--- src/sv/mwm_pkg.sv ---
// ----------------------------------------------------------------------------
// mwm_pkg: shared types and constants for the mecanum wheel mixer
// Payload structs, register indexes, direction codes and reset values.
// ----------------------------------------------------------------------------
package mwm_pkg;

	localparam int RAW_W    = 8;
	localparam int BAND_W   = 7;
	localparam int GAIN_W   = 16;
	localparam int DUTY_W   = 15;
	localparam int CFG_W    = 16;
	localparam int CFG_IDX_W = 2;
	localparam int GAIN_SHIFT = 14;  // turn gain is always Q2.14

	localparam logic [CFG_IDX_W-1:0] CFG_STICK_CENTER = 2'd0;
	localparam logic [CFG_IDX_W-1:0] CFG_DEAD_BAND    = 2'd1;
	localparam logic [CFG_IDX_W-1:0] CFG_TURN_GAIN    = 2'd2;

	localparam logic [RAW_W-1:0]  RST_STICK_CENTER = 8'd128;
	localparam logic [BAND_W-1:0] RST_DEAD_BAND    = 7'd10;
	localparam logic [GAIN_W-1:0] RST_TURN_GAIN    = 16'd16384;

	localparam logic [RAW_W-1:0]  RAW_MAX = 8'd255;

	typedef enum logic [1:0] {
		DIR_OFF = 2'd0,
		DIR_FWD = 2'd1,
		DIR_REV = 2'd2
	} dir_t;

	typedef struct packed {
		logic [RAW_W-1:0] forward_raw;
		logic [RAW_W-1:0] sideways_raw;
		logic [RAW_W-1:0] turn_raw;
	} in_t;

	typedef struct packed {
		logic [1:0]        wheel0_dir;
		logic [DUTY_W-1:0] wheel0_duty;
		logic [1:0]        wheel1_dir;
		logic [DUTY_W-1:0] wheel1_duty;
		logic [1:0]        wheel2_dir;
		logic [DUTY_W-1:0] wheel2_duty;
		logic [1:0]        wheel3_dir;
		logic [DUTY_W-1:0] wheel3_duty;
	} out_t;

endpackage

--- src/sv/mwm_frac_div.sv ---
// ----------------------------------------------------------------------------
// mwm_frac_div: pipelined restoring fraction divider
// Computes floor(num * 2^(STEPS-1) / den) for num <= den, one quotient bit
// per register stage. A sign bit rides along with the data.
// ----------------------------------------------------------------------------
module mwm_frac_div #(
	parameter int W     = 8,
	parameter int STEPS = 15
) (
	input  logic             clk,
	input  logic             en,
	input  logic [W-1:0]     num,
	input  logic [W-1:0]     den,
	input  logic             neg,
	output logic [STEPS-1:0] quo,
	output logic             quo_neg
);

	logic [W-1:0]     rem_s [STEPS];
	logic [W-1:0]     den_s [STEPS];
	logic [STEPS-1:0] quo_s [STEPS];
	logic             neg_s [STEPS];

	for (genvar i = 0; i < STEPS; i++) begin : g_step
		logic [W:0]       x;
		logic [W:0]       r;
		logic             ge;
		logic [W-1:0]     den_in;
		logic [STEPS-1:0] q_in;
		logic             neg_in;

		if (i == 0) begin : g_first
			assign x      = {1'b0, num};
			assign den_in = den;
			assign q_in   = '0;
			assign neg_in = neg;
		end else begin : g_next
			assign x      = {rem_s[i-1], 1'b0};
			assign den_in = den_s[i-1];
			assign q_in   = quo_s[i-1];
			assign neg_in = neg_s[i-1];
		end

		assign ge = (x >= {1'b0, den_in});
		assign r  = ge ? (x - {1'b0, den_in}) : x;

		always_ff @(posedge clk) begin
			if (en) begin
				rem_s[i] <= r[W-1:0];
				den_s[i] <= den_in;
				quo_s[i] <= {q_in[STEPS-2:0], ge};
				neg_s[i] <= neg_in;
			end
		end
	end

	assign quo     = quo_s[STEPS-1];
	assign quo_neg = neg_s[STEPS-1];

endmodule

--- src/sv/mwm_axis_map.sv ---
// ----------------------------------------------------------------------------
// mwm_axis_map: joystick deadzone mapping for one axis
// Registers the deadzone numerator and span, then divides to a magnitude in
// 0..ONE with a separate sign (below center is positive).
// ----------------------------------------------------------------------------
module mwm_axis_map
	import mwm_pkg::*;
#(
	parameter int FRAC_BITS = 14
) (
	input  logic              clk,
	input  logic              en,
	input  logic [RAW_W-1:0]  raw,
	input  logic [RAW_W-1:0]  center,
	input  logic [BAND_W-1:0] dband,
	output logic [FRAC_BITS:0] mag,
	output logic              neg
);

	localparam int QW = FRAC_BITS + 1;

	logic [RAW_W+1:0] c_w, r_w, d_w, m_w;
	logic             above, below;
	logic [RAW_W+1:0] n_w, den_w;
	logic [RAW_W-1:0] n_s1, den_s1;
	logic             neg_s1;

	always_comb begin
		c_w   = {2'b00, center};
		r_w   = {2'b00, raw};
		d_w   = {3'b000, dband};
		m_w   = {2'b00, RAW_MAX};
		above = (r_w + d_w) < c_w;   // stick pushed toward positive
		below = r_w > (c_w + d_w);
		priority if (above) begin
			n_w   = c_w - r_w - d_w;
			den_w = c_w - d_w;
		end else if (below) begin
			n_w   = r_w - c_w - d_w;
			den_w = m_w - c_w - d_w;
		end else begin
			n_w   = '0;
			den_w = {{(RAW_W+1){1'b0}}, 1'b1};
		end
	end

	always_ff @(posedge clk) begin
		if (en) begin
			n_s1   <= n_w[RAW_W-1:0];
			den_s1 <= den_w[RAW_W-1:0];
			neg_s1 <= below;
		end
	end

	mwm_frac_div #(.W(RAW_W), .STEPS(QW)) u_div (
		.clk     (clk),
		.en      (en),
		.num     (n_s1),
		.den     (den_s1),
		.neg     (neg_s1),
		.quo     (mag),
		.quo_neg (neg)
	);

endmodule

--- config.mk ---
export PLATFORM = sky130hd
export DESIGN_NAME = mwm_axis_map
export DESIGN_NICKNAME = d
export VERILOG_FILES = /design/src/sv/mwm_pkg.sv /design/src/sv/mwm_frac_div.sv /design/src/sv/mwm_axis_map.sv
export SDC_FILE = /design/constraint.sdc
export NUM_CORES = 1
export LEC_CHECK = 0
export BUFFER_PORTS_ARGS = -buffer_cell sky130_fd_sc_hd__buf_4
export CORE_MARGIN = 3
export CORE_UTILIZATION = 55
export DETAILED_ROUTE_END_ITERATION = 10
export HOLD_SLACK_MARGIN = 0.1
export PLACE_DENSITY = 0.7
export REMOVE_ABC_BUFFERS = 1
export SLEW_MARGIN = 20
export SYNTH_ARGS = -nofsm -noshare
export SYNTH_HDL_FRONTEND = slang
export SYNTH_SLANG_ARGS = --single-unit
--- constraint.sdc ---
create_clock -name clk -period 8.8 [get_ports clk]
set_input_delay 1.32 -clock clk [delete_from_list [all_inputs] [get_ports clk]]
set_output_delay 1.32 -clock clk [all_outputs]
set_load 0.02 [all_outputs]
== Yosys cells after proc, flatten, opt, wreduce, memory -nomap -nowiden ==
Memories as Yosys holds them, arrays and structs flattened.
Cells that the tools add are included.
Operators by class
  $add $sub $neg: 24
  $lt $le $gt $ge: 17
  mux-type cells: 21
Operators with widths (number)
  8-bit subtractor: 20
  8-bit two-way mux: 19
  9-bit by 8-bit >= comparator with 1-bit output: 14
  8-bit by 7-bit adder with 9-bit output: 2
  8-bit by 9-bit greater-than comparator with 1-bit output: 1
  9-bit by 8-bit < comparator with 1-bit output: 1
  8-bit >= comparator: 1
  8-bit by 7-bit subtractor with 8-bit output: 1
  8-bit subtractor, first input constant: 1
  1-bit two-way mux: 2
Word-level totals
  register bits: 17
  memory bits (writable): 480
  output and inout bits: 16
  logic and storage cells: 69
  memories kept: 4
Memories
  u_div.quo_s: depth 15, width 15, rd ports 15, clocked after Yosys merged registers in 0, write ports 15, RTL line mwm_frac_div.sv:21  | logic [STEPS-1:0] quo_s [STEPS];
  u_div.den_s: depth 15, width 8, rd ports 14, clocked after Yosys merged registers in 0, write ports 15, RTL line mwm_frac_div.sv:20  | logic [W-1:0] den_s [STEPS];
  u_div.rem_s: depth 15, width 8, rd ports 14, clocked after Yosys merged registers in 0, write ports 15, RTL line mwm_frac_div.sv:19  | logic [W-1:0] rem_s [STEPS];
  u_div.neg_s: depth 15, width 1, rd ports 15, clocked after Yosys merged registers in 0, write ports 15, RTL line mwm_frac_div.sv:22  | logic neg_s [STEPS];

== Depth between registers and ports, before layout ==
  word-level depth: 4
  depth in mapped cells: 17

== Modules after synthesis ==
From an unflattened synthesis, not the netlist that was laid out.
Unflattened totals
  cell total of the unflattened synthesis: 1580
  area total of the unflattened synthesis: 20532.2 um^2
Modules (own cells, without submodules)
  mwm_frac_div: instances 1, cells each 1245, area an instance 17400.4 um^2, sequential area each 10780.3 um^2
  mwm_axis_map: instances 1, cells each 335, area an instance 3131.8 um^2, sequential area each 510.5 um^2

== Worst setup path before layout ==
No wires, ideal clock.
  path kind: input-to-reg
  start: input port center[1]
  end: register den_s1[4] (data pin)
  setup time: 271 ps
  arrival: 3963 ps
  required time: 8529 ps
  setup slack: 4565 ps
  cell stages on the path: 16
  buffers on the path: 1
  cells stage by stage: inv_1 -> ha_1 -> a21o_1 -> a21oi_1 -> nor2_1 -> o21ai_0 -> nand2b_1 -> xnor2_1 -> ha_1 -> o21a_1 -> o21a_1 -> o221a_2 -> and2_4 -> buf_6 -> a221oi_2 -> a21oi_1
Between the ends
  longest elaborated chain between the ends: 4
RTL lines
  from (decl): RTL line mwm_axis_map.sv:14  | input logic [RAW_W-1:0] center,
  8-bit by 7-bit adder with 9-bit output: RTL line mwm_axis_map.sv:34  | below = r_w > (c_w + d_w);
  8-bit by 9-bit greater-than comparator with 1-bit output: RTL line mwm_axis_map.sv:34
  named net below: RTL line mwm_axis_map.sv:23  | logic above, below;
  8-bit two-way mux: RTL line mwm_axis_map.sv:38  | end else if (below) begin
  8-bit two-way mux: RTL line mwm_axis_map.sv:35  | priority if (above) begin
  named net den_w[4]: RTL line mwm_axis_map.sv:24  | logic [RAW_W+1:0] n_w, den_w;
  to (signal assigned): RTL line mwm_axis_map.sv:50  | den_s1 <= den_w[RAW_W-1:0];
  to (decl): RTL line mwm_axis_map.sv:25  | logic [RAW_W-1:0] n_s1, den_s1;
The timed path passes the listed nets, and every way through them passes these cells.
A chain may end at the register's enable or synchronous reset.

== Final worst setup path ==
  start: input port center[1]
  end: register den_s1[7] (data pin)
Same word-level chain as after synthesis.

==> run metrics <==
share of cells above drive strength 1 11.7%; max cap viols 0; Util after Layout 62.0%; number of synthesized flops with an enable pin 376; num rows 69; CP arrival 4.67 ns; maximum clock rate approximately 230 MHz; top-area cell type share of the netlist area 56.7%; largest net degree at the start of global routing around 140; clock-pin slew on the worst setup and hold paths approximately 0.060 ns; Worst Hold Depth 0; Worst Setup SP center[1]; Final HPWL DP ~24 mm; area delta synth->final 11.0%; Vias 11,230; unrepaired setup endpoints after global routing no; CTS tree yes; Worst VDD drop 129 uV; H-Tree Depth 2; LEAKAGE 0.00898 uW; fin. max-slew vios 0; number of distinct library cells after synthesis 66; Worst R2R End u_div.rem_s[0][7]; Mapped Cells 1,505; clk buf depth 3; non-filler cells, final roughly 2,100; min Tclk post-route 4.42 ns; worst clock skew 0.0139 ns; Routed WL 34.3 mm; drt initial violations 619; Worst setup EP type register; Routed Antenna Nets 0; Vias/cell 5.42; Reg2Reg Setup Slack roughly 6 ns; Die X 196 um; Cells after DPL 2,003; Setup Buffers After CTS 0; Mean Syn Cell Area 13.2 um^2; Worst-Margin Slew 1.05 ns; Num CTS Buffers 39; die area 0.0385 mm^2; CTS sink cnt 376; # hold bufs at CTS 0; Die H 196 um; placer's final routability congestion estimate between 0.8 and 0.9; dominant synthesized flop cell edfxtp_1; Hold Vio Cnt, Final 0; Rel. slew slack 30.3%; total track usage between 15 and 20%; clock latency on the worst-skew pair 0.51 ns; worst reg-to-reg path cell count 9; most common cell after layout, fill and taps aside edfxtp_1; Synth Cell Area around 0.020 mm^2; Synth area leader edfxtp_1; ys async rst share 0%; Core Region between 0.03 and 0.04 mm^2; Yosys reg bits 376; Post-CTS Resized 0; final count of negative-setup-slack endpoints 0; end of the critical path den_s1[7]; first-pass GRT wire length between 50 and 60 mm; fin crit share 50.3%; Fin Setup TNS 0 ns; CP max FO 12; initial antenna violation count 0; DRC Markers 0; Power Density between 300 and 400 mW/mm^2; Seq/Total Area, Yosys 56.7%; worst path required time 9.05 ns; critical path class input pin to register; Nets 1,827; vias in the first global route 11,456; drt first pass iters 5; Root Driver clkbuf_16; Critical Path Source Type input pin; global route overflow 0; wire length per cell 16.5 um; worst reg2reg startpoint den_s1[0]; Warnings, synthesis 0; outcome finished, final reports clean; n_diodes 0; most frequent cells in the layout edfxtp_1 (376), inv_1 (197), ha_1 (187); top cells by area, synth edfxtp_1 (57%), ha_1 (12%), inv_1 (3.7%); Hold Path Class register to register; number of I/O pins between 40 and 50; starting utilization of the core area 55.8%; port bufs 40
-- critical path: stages --
cell	delay (ns)
buf_4	0.14
inv_1	0.22
ha_1	0.32
a21o_1	0.18
a21oi_1	0.30
nor2_1	0.06
o21ai_0	0.15
nand2b_1	0.09
xnor2_1	0.13
ha_1	0.31
o21a_1	0.19
o21a_1	0.16
o221a_2	0.28
nand2_1	0.35
nor4_1	0.11
o32a_1	0.36
-- flip-flops by register name, summed over array words and instances, names as in the netlist --
signal / count
n_s1: 8
u_div.den_s: 112
u_div.quo_s: 120
den_s1: 8
neg_s1: 1
u_div.neg_s: 15
u_div.rem_s: 112
-- metrics by stage --
| stage | setup slack [ns] | power (uW) | hold slack (ns) | instance area (um^2) |
|---|---|---|---|---|
| 2_1_floorplan | 4.48 | 4670 | 0.400 | 19900 |
| 3_3_place_gp | 3.96 | 5180 | 0.400 | 20800 |
| 3_5_place_dp | 3.86 | 5250 | 0.405 | 20800 |
| 4_1_cts | 4.40 | 6980 | 0.411 | 22100 |
| 5_1_grt | 4.13 | 7380 | 0.415 | 22100 |
| 6_report | 4.38 | 6930 | 0.409 | 22100 |
-- cell type report --
cell class	count	area, um^2
Multi-Input combinational cell	922	7820
Fill cell	2740	13600
Clock buffer	43	991
Inverter	201	754
Tap cell	461	577
Sequential cell	376	11300
Timing Repair Buffer	43	330
Clock inverter	26	330
-- routing by layer --
layer	vias up	wire [um]	GRT usage, %
met2	166	16100	30.2
met5	-	0	0
met1	5398	16300	25.3
met3	47	1270	2.40
met4	0	632	4.20
li1	5619	-	-
-- where the power goes --
group          total [uW]  switching (uW)  internal, uW
Combinational        2460            1280          1180
Clock                1690             641          1050
Sequential           2790             218          2570
Total                6930            2140          4800
-- worst min path at each step --
stage / to / start / slack (ns)
floorplan: u_div.neg_s[0][0] / neg_s1 / 0.40
global placement: u_div.quo_s[0][92] / u_div.quo_s[0][76] / 0.40
detailed placement: u_div.quo_s[1][55] / u_div.quo_s[1][39] / 0.40
CTS: u_div.neg_s[0][5] / u_div.neg_s[0][4] / 0.41
global route: u_div.neg_s[0][5] / u_div.neg_s[0][4] / 0.42
finish: u_div.neg_s[0][5] / u_div.neg_s[0][4] / 0.41
-- synth_stat cells (2+ instances only) --
cell type	number
a31oi_1	2
o41a_1	3
or4_1	3
o211ai_1	3
a21boi_0	2
a21oi_2	2
o21ai_0	49
nor3_1	11
xnor2_1	78
o221a_2	5
nor2_1	80
o21bai_1	8
edfxtp_1	376
o31a_1	4
nand2_1	39
fa_1	32
a21o_1	25
o22a_1	2
or3_1	7
inv_1	197
nand4_1	9
nor4_1	11
inv_2	3
xor2_1	13
a21oi_1	98
mux2_1	15
mux2_4	5
clkbuf_1	3
nand2b_1	22
a2111oi_0	4
o21a_1	28
o22ai_1	11
o211a_1	2
nand3_1	15
a221oi_2	5
mux2_2	48
mux2i_1	13
nand2_2	7
nor2b_1	22
ha_1	187
o31ai_1	2
a211oi_1	14
o32ai_2	3
o21ai_1	15
-- cell families after synthesis --
logic type	count (synthesis)	synth area share, %
AOI/OAI and AO/OA	299	9.98
xor gates and xnor gates	91	4.00
adders and majority gates	219	15.0
buffers and inverters	207	3.97
DFF	376	56.7
muxes	81	4.60
and+or+nand+nor	232	5.76
Note: power is estimated with default switching activity, not from simulation.
