File: config.mk
export PLATFORM = sky130hd
export DESIGN_NAME = mwm_frac_div
export DESIGN_NICKNAME = d
export VERILOG_FILES = /design/src/sv/mwm_frac_div.sv
export SDC_FILE = /design/constraint.sdc
export NUM_CORES = 1
export LEC_CHECK = 0
export BUFFER_PORTS_ARGS = -buffer_cell sky130_fd_sc_hd__buf_4
export CAP_MARGIN = 20
export CORE_MARGIN = 2
export CORE_UTILIZATION = 30
export DETAILED_ROUTE_END_ITERATION = 10
export SYNTH_ARGS = -nofsm -noshare
export SYNTH_HDL_FRONTEND = slang
export SYNTH_SLANG_ARGS = --single-unit
File: constraint.sdc
create_clock -name clk -period 3.3 [get_ports clk]
set_input_delay 0.33 -clock clk [delete_from_list [all_inputs] [get_ports clk]]
set_output_delay 0.33 -clock clk [all_outputs]
set_load 0.05 [all_outputs]
File: src/sv/mwm_frac_div.sv
// ----------------------------------------------------------------------------
// mwm_frac_div: pipelined restoring fraction divider
// Computes floor(num * 2^(STEPS-1) / den) for num <= den, one quotient bit
// per register stage. A sign bit rides along with the data.
// ----------------------------------------------------------------------------
module mwm_frac_div #(
	parameter int W     = 8,
	parameter int STEPS = 15
) (
	input  logic             clk,
	input  logic             en,
	input  logic [W-1:0]     num,
	input  logic [W-1:0]     den,
	input  logic             neg,
	output logic [STEPS-1:0] quo,
	output logic             quo_neg
);

	logic [W-1:0]     rem_s [STEPS];
	logic [W-1:0]     den_s [STEPS];
	logic [STEPS-1:0] quo_s [STEPS];
	logic             neg_s [STEPS];

	for (genvar i = 0; i < STEPS; i++) begin : g_step
		logic [W:0]       x;
		logic [W:0]       r;
		logic             ge;
		logic [W-1:0]     den_in;
		logic [STEPS-1:0] q_in;
		logic             neg_in;

		if (i == 0) begin : g_first
			assign x      = {1'b0, num};
			assign den_in = den;
			assign q_in   = '0;
			assign neg_in = neg;
		end else begin : g_next
			assign x      = {rem_s[i-1], 1'b0};
			assign den_in = den_s[i-1];
			assign q_in   = quo_s[i-1];
			assign neg_in = neg_s[i-1];
		end

		assign ge = (x >= {1'b0, den_in});
		assign r  = ge ? (x - {1'b0, den_in}) : x;

		always_ff @(posedge clk) begin
			if (en) begin
				rem_s[i] <= r[W-1:0];
				den_s[i] <= den_in;
				quo_s[i] <= {q_in[STEPS-2:0], ge};
				neg_s[i] <= neg_in;
			end
		end
	end

	assign quo     = quo_s[STEPS-1];
	assign quo_neg = neg_s[STEPS-1];

endmodule

== Yosys cells after proc, flatten, opt, wreduce, memory -nomap -nowiden ==
Memory sizes are Yosys's and may differ from the RTL's.
Cells that the tools add are included.

* Add/subtract/negate cells: 15
* Order comparisons: 15
* Multiplexer cells: 17

{| class="wikitable"
|+ Operators by type and width
! operator !! number
|-
| $ge 9x8->1 || 14
|-
| $mux 8 || 15
|-
| $sub 8x8->8 || 15
|-
| $ge 8x8->1 || 1
|-
| $mux 1 || 2
|}

* Bits in registers: 0
* Memory bits (writable): 480
* Word-level logic and storage cells: 51
* Memories kept: 4

{| class="wikitable"
|+ Memory list
! name !! depth !! width !! rd ports !! clocked after Yosys merged registers in !! wr ports !! line !! RTL
|-
| quo_s || 15 || 15 || 15 || 0 || 15 || 21 || <nowiki>logic [STEPS-1:0] quo_s [STEPS];</nowiki>
|-
| den_s || 15 || 8 || 14 || 0 || 15 || 20 || <nowiki>logic [W-1:0] den_s [STEPS];</nowiki>
|-
| rem_s || 15 || 8 || 14 || 0 || 15 || 19 || <nowiki>logic [W-1:0] rem_s [STEPS];</nowiki>
|-
| neg_s || 15 || 1 || 15 || 0 || 15 || 22 || <nowiki>logic neg_s [STEPS];</nowiki>
|}

== Longest topological paths before layout ==
Gate-level depths: netlist (run 1).
An unclocked memory read counts as a cell.

* Depth after elaboration: 3
* Gate-level depth with buffers: 9
* Depth with buffers taken out: 9

== Worst setup path after synthesis (run 1) ==
OpenSTA, ideal clock, no wires.

* Path kind: input-to-reg
* Start point: input port num[0]
* End point: memory rem_s[0][2] (data pin)
* Library setup time: 260 ps
* Data arrival time: 1,979 ps
* Data required time: 3,040 ps
* Setup slack: 1,061 ps
* Stages: 8
* Cell sequence: inv_1 ha_1 fa_1 nand2b_1 a21oi_1 a41o_2 a211oi_4 mux2_2

{| class="wikitable"
|+ RTL lines
! what !! line !! RTL
|-
| start, declared || 12 || <nowiki>input logic [W-1:0] num,</nowiki>
|-
| end, declared || 19 ||
|}

==> results of run 1 <==
-- worst paths after layout --
| check | slack [ns] | from | to | depth (start not counted) |
|---|---|---|---|---|
| worst max register to register | 0.84 | rem_s[0][24] | rem_s[0][36] | 5 |
| worst max-delay path | 0.82 | den[0] | rem_s[0][4] | 9 |
| worst min-delay path | 0.08 | num[2] | rem_s[0][2] | 2 |
| worst min register to register | 0.41 | quo_s[1][15] | quo_s[1][31] | 0 |
-- power groups by stage --
stage	clock (W)	sequential (W)	combinational [W]
global placement	0	0.00679	0.00493
detailed placement	0	0.00681	0.00505
finish	0.00457	0.00671	0.00510
CTS	0.00477	0.00672	0.00510
floorplan	0	0.00667	0.00398
global route	0.00493	0.00680	0.00571
-- flip-flops by register name (all words and copies together) (netlist names) --
| name | count |
|---|---|
| den_s | 112 |
| neg_s | 15 |
| quo_s | 120 |
| rem_s | 112 |
-- cell families after synthesis --
logic type | Yosys count | synth area share [%]
adders and majority gates | 133 | 10.1
xor gates and xnor gates | 42 | 2.11
AOI/OAI and AO/OA | 266 | 10.6
and+or+nand+nor | 258 | 7.51
muxes | 67 | 4.24
DFF | 359 | 61.8
buffers and inverters | 166 | 3.62
-- layout make-up --
class                           instances  area, sq um  share of cell area, %
Timing Repair Buffer                   48          428                   2.12
Clock inverter                         27          300                   1.49
Clock buffer                           48         1070                   5.33
Inverter                              155          582                   2.89
Multi-Input combinational cell        766         6040                   29.9
Sequential cell                       359        10800                   53.5
Tap cell                              765          957                   4.75
-- layer usage --
layer  share of wire, %  routed length [microns]  up-vias  global-route usage, %
met5                  0                        0        -                      0
met4                3.4                     1030        0                   4.47
met3                3.7                     1110       72                   2.03
met2                 52                    15500      155                   18.8
met1                 41                    12400     4839                   11.1
li1                   -                        -     4966                      -
-- cells in the mapped netlist, types with 13 or more instances --
library cell and count:
nand2_1 38, o21a_1 30, o21ai_0 50, mux2_2 56, fa_1 14, a21oi_1 57
and3_1 18, nand2b_1 13, a211oi_1 20, xor2_1 15, edfxtp_1 359, nor2b_1 26
xnor2_1 27, a21o_1 28, inv_1 154, ha_1 119, nor2_1 82
-- per-stage QoR --
stage	std cells	total power [W]	utilization (%)	area, sq um	worst slack, ns
2_1_floorplan	1291	0.0107	-	17400	1.06
3_3_place_gp	2084	0.0117	32.5	18700	0.755
3_5_place_dp	2084	0.0119	32.5	18700	0.672
4_1_cts	2168	0.0166	35.0	20200	0.814
5_1_grt	2168	0.0174	35.0	20200	0.573
6_report	2168	0.0164	35.0	20200	0.817
-- timing repair --
| action | CTS | global route |
|---|---|---|
| setup buffers | 0 | 0 |
| endpoints found under the hold margin | 9 | 0 |
| hold buffers | 9 | 0 |
| gates resized for setup | 0 | 0 |
==> flow_metrics.env, run 1 <==
export IMPL_htree_levels=2
export IMPL_cts_root_buf="clkbuf_16"
export IMPL_ant_nets=0
export IMPL_fin_skew_ns=0.0286
export IMPL_io_buffers=34
export IMPL_row_count=88
export IMPL_ys_flop_type="edfxtp_1"
export IMPL_min_path_type="primary input to flip-flop"
export IMPL_period_share_pct=75.2
export IMPL_crit_fanout=9
export IMPL_fp_dieArea_sq_um=60100
export IMPL_p_sw_w=0.00495
export IMPL_first_iter_violations=475
export IMPL_drtPass1Iterations=4
export IMPL_mostFrequentLayoutCell="edfxtp_1"
export IMPL_async_flop_share_pct=0
export IMPL_syn_cell_area_sq_um=17400
export IMPL_criticalPathCategory="primary input to flip-flop"
export IMPL_cap_violations=0
export IMPL_vdd_drop_max_mv=0.478
export IMPL_coreArea_sq_um=57600
export IMPL_vias=10032
export IMPL_worst_path_dominant_cell_family="compound AO/OA/AOI/OAI gates"
export IMPL_power_density_nw_per_um2=812
export IMPL_area_delta_synth_final_pct=15.5
export IMPL_io_pins=35
export IMPL_cts_reportedPaths_clkPinSlew_ns=0.06
export IMPL_nets=1523
export IMPL_yosysTopAreaCell="edfxtp_1"
export IMPL_worst_setup_path_end_kind="flip-flop"
export IMPL_hpwl_microns=20800
export IMPL_final_cell_mix="edfxtp_1, inv_1, ha_1"
export IMPL_leakagePower_nw=7.86
export IMPL_status="finished, final reports clean"
export IMPL_n_fill_cell=5533
export IMPL_p_sw_share_pct=30.2
export IMPL_gr_usage_all_layers_pct=10.1
export IMPL_slew_viol_final=0
export IMPL_crit_slowest_cell="dlygate4sd3_1"
export IMPL_synth_nets=1443
export IMPL_cp_arrival_ns=2.81
export IMPL_synth_cells=1291
export IMPL_ys_top_cells_by_area="edfxtp_1, ha_1, mux2_2, inv_1, nor2_1"
export IMPL_gp_congestion=0.793
export IMPL_grt_pass1_vias=10244
export IMPL_die_w_microns=245
export IMPL_die_h_microns=245
export IMPL_power_frac_clock_pct=27.9
export IMPL_overflow=0
export IMPL_synth_seq_cells=359
export IMPL_power_share_sequential_pct=40.9
export IMPL_finalHoldViolCount=0
export IMPL_wl_per_cell_microns=13.8
export IMPL_startpoint_type="primary input"
export IMPL_fin_worst_hold_slack_ns=0.0774
export IMPL_critPathBufInv=2
export IMPL_clock_path_buffers=3
export IMPL_clock_fmax_mhz=403
export IMPL_cts_tree="yes"
export IMPL_maxSlewHeadroom_pct=59.0
export IMPL_synth_top_area_share_pct=61.8
export IMPL_cp_required_ns=3.62
export IMPL_post_synth_cell_area_avg_sq_um=13.5
export IMPL_setup_viol=0
export IMPL_diodes=0
export IMPL_initial_core_util_pct=30.3
export IMPL_antenna_found_initial=0
export IMPL_avgViaCountPerCell=4.63
export IMPL_slowest_delay_ns=0.53
export IMPL_cts_sinks=359
export IMPL_comb_power_share_pct=31.1
export IMPL_worstSkewPairLatency_ns=0.57
export IMPL_drc=0
export IMPL_final_layout_size_suffix_gt1_share_pct=12.9
export IMPL_path_cells="dlygate4sd3_1 -> buf_4 -> ha_1 -> fa_1 -> nand2b_1 -> a21oi_1 -> a41o_2 -> a211oi_4 -> mux2_2"
export IMPL_tightest_slew_ns=0.615
export IMPL_grt_first_pass_wirelength_microns=49700
export IMPL_synth_cell_types=57
export IMPL_yosys_warnings=0
export IMPL_ys_seq_area_share_pct=61.8
export IMPL_rsz0062_at_grt="false"
export IMPL_synth_edf_count=359
export IMPL_intPower_w=0.0114
export IMPL_fin_crit_ns=2.48
export IMPL_numCtsBuffers=41
export IMPL_grt_max_degree=92
export IMPL_final_setup_tns_ns=0
export IMPL_totalWireLength_microns=30000
(Power assumes the default switching activity.)
==> run 2: changes to the inputs <==
Settings changed: ABC_AREA from default to 1.
Clock period 3.3 ns to 2.6 ns, I/O delays scaled along.
==> flow_metrics.env, run 2 <==
export IMPL_cts_sinks=359
export IMPL_coreArea_sq_um=61600
export IMPL_worstSkewPairLatency_ns=0.54
export IMPL_crit_fanout=9
export IMPL_yosysTopAreaCell="edfxtp_1"
export IMPL_min_path_type="primary input to flip-flop"
export IMPL_yosys_warnings=0
export IMPL_highest_layer="met4"
export IMPL_first_iter_violations=698
export IMPL_htree_levels=2
export IMPL_post_cts_buffers=0
export IMPL_overflow=0
export IMPL_hold_end="rem_s[0][4]"
export IMPL_row_count=91
export IMPL_tightest_slew_ns=0.623
export IMPL_postCtsResizedCells=0
export IMPL_reg2regPathDepth=9
export IMPL_largest_reg_flops=120
export IMPL_gr_usage_all_layers_pct=10.9
export IMPL_diodes=0
export IMPL_async_flop_share_pct=0
export IMPL_area_delta_synth_final_pct=14.1
export IMPL_synth_cell_types=30
export IMPL_r2r_start="den_s[0][1]"
export IMPL_maxSlewHeadroom_pct=58.5
export IMPL_final_setup_tns_ns=0
export IMPL_leakagePower_nw=9.67
export IMPL_fp_dieArea_sq_um=64100
export IMPL_initial_core_util_pct=30.2
export IMPL_cp_required_ns=2.90
export IMPL_final_layout_size_suffix_gt1_share_pct=7.56
export IMPL_cts_root_buf="clkbuf_16"
export IMPL_drc=0
export IMPL_met1_length_microns=15100
export IMPL_clock_path_buffers=3
export IMPL_totalWireLength_microns=34300
export IMPL_nets=2083
export IMPL_ys_flop_type="edfxtp_1"
export IMPL_cp_arrival_ns=2.38
export IMPL_clock_fmax_mhz=482
export IMPL_numCtsBuffers=40
export IMPL_utilization_pct=34.5
export IMPL_slew_viol_final=0
export IMPL_vdd_drop_max_mv=0.416
export IMPL_wl_met2_microns=16800
export IMPL_min_from="num[4]"
export IMPL_cts_reportedPaths_clkPinSlew_ns=0.06
export IMPL_synth_top_area_share_pct=57.9
export IMPL_fin_skew_ns=0.0194
export IMPL_finalInstanceArea_sq_um=21300
export IMPL_gp_congestion=0.909
export IMPL_criticalPathCategory="flip-flop to flip-flop"
export IMPL_die_h_microns=253
export IMPL_r2r_setup_slack_ns=0.52
export IMPL_antenna_found_initial=0
export IMPL_wl_met3_microns=1380
export IMPL_ys_top_cells_by_area="edfxtp_1, nand2_1, ha_1, inv_1, nand3_1"
export IMPL_period_share_pct=79.8
export IMPL_grt_pass1_vias=12118
export IMPL_wl_per_cell_microns=12.3
export IMPL_status="finished, final reports clean"
export IMPL_post_synth_cell_area_avg_sq_um=10.1
export IMPL_drtPass1Iterations=5
export IMPL_cts_tree="yes"
export IMPL_syn_cell_area_sq_um=18600
export IMPL_worstSetupStartpoint="den_s[0][1]"
export IMPL_cap_violations=0
export IMPL_hold_path_depth=3
export IMPL_avgViaCountPerCell=4.37
export IMPL_top_register="quo_s"
export IMPL_hpwl_microns=25300
export IMPL_placed_area_sq_um=19900
export IMPL_ys_seq_area_share_pct=57.9
export IMPL_grt_first_pass_wirelength_microns=57700
export IMPL_synth_edf_count=359
export IMPL_ant_nets=0
export IMPL_mostFrequentLayoutCell="nand2_1"
export IMPL_worst_setup_path_end_kind="flip-flop"
export IMPL_setup_viol=0
export IMPL_top_regs="quo_s x120, den_s x112, rem_s x112"
export IMPL_grt_max_degree=73
export IMPL_synth_most_common_cell="nand2_1"
export IMPL_synth_common_cells="nand2_1, edfxtp_1, inv_1, nand3_1, ha_1"
export IMPL_io_buffers=34
export IMPL_vias=12227
export IMPL_synth_seq_cells=359
export IMPL_rsz0062_at_grt="false"
export IMPL_fin_crit_ns=2.08
export IMPL_synth_nets=1999
export IMPL_synth_cells=1847
export IMPL_io_pins=35
export IMPL_startpoint_type="flip-flop"
export IMPL_power_density_nw_per_um2=1000
export IMPL_finalHoldViolCount=0
export IMPL_reg2reg_to="rem_s[0][15]"
export IMPL_final_cell_mix="nand2_1, edfxtp_1, inv_1"
export IMPL_die_w_microns=253
## run 2: cell count changes after synthesis, sizes merged, moves of 13 or more
cell / delta
a21o: -28
inv: +159
nor2b: -27
and3: -18
mux2: -56
a21oi: +22
nand2: +559
nand4: +18
nand3: +175
o21ai: -48
a211oi: -21
nand2b: -13
o21a: -29
## run 2: worst max-delay path, cell delays in order, from the launching register on
cell and delay (ns):
edfxtp_1 0.43, inv_1 0.09, ha_1 0.25, ha_1 0.20
nand2_1 0.06, nor2_1 0.05, a21oi_2 0.43, nand2_4 0.15
nand2_1 0.11, nand2_1 0.05
## run 2: worst max-delay path by stage
stage               slack [ns]  cells after the start      endpoint
CTS                       0.55                      9  rem_s[0][15]
detailed placement        0.53                      9   rem_s[0][7]
global placement          0.57                      9   rem_s[0][0]
floorplan                 0.80                      8  rem_s[0][23]
finish                    0.52                      9  rem_s[0][15]
global route              0.41                     10  rem_s[1][37]
## run 2: kinds of logic (layout without fill, tap and decap cells)
group,after synthesis,in the layout,share of synthesized area (%)
and+or+nand+nor,899,899,21.0
DFF,359,359,57.9
buffers and inverters,328,439,7.12
adders and majority gates,133,133,9.50
AOI/OAI and AO/OA,86,86,2.54
xor gates and xnor gates,42,42,1.97
## run 2: per-stage QoR
| step | instances | setup slack (ns) | hold WS, ns | total power [W] |
|---|---|---|---|---|
| after floorplan | 1847 | 0.802 | 0.359 | 0.0144 |
| after global placement | 2716 | 0.573 | 0.401 | 0.0159 |
| after detailed placement | 2716 | 0.527 | 0.405 | 0.0161 |
| after CTS | 2795 | 0.547 | 0.000786 | 0.0216 |
| after global routing | 2795 | 0.407 | 0.0152 | 0.0230 |
| final | 2795 | 0.524 | 0.0349 | 0.0213 |
## run 2: metal layers
metal	vias to the layer above	GRT usage [%]
met2	260	19.3
li1	6257	-
met1	5622	13.1
met4	0	4.31
met5	-	0
met3	88	1.89
## run 2: where the power goes
part | internal, W | switching [W]
combinational | 0.00270 | 0.00463
clock | 0.00308 | 0.00222
sequential | 0.00800 | 0.000682
## run 2: area by class of cell
| type | instances | area (sq um) |
|---|---|---|
| clock buffers | 47 | 1050 |
| clock inverters | 22 | 175 |
| flip-flops and latches | 359 | 10800 |
| fillers | 6097 | 40300 |
| repair buffers | 56 | 503 |
| inverters | 314 | 1180 |
| multi-input cells | 1160 | 6530 |
| well taps | 837 | 1050 |
## run 2: what timing repair did
item / CTS / global route
endpoints found under the setup margin: 0 / 0
hold endpoints to repair: 10 / 0
hold buffers: 10 / 0
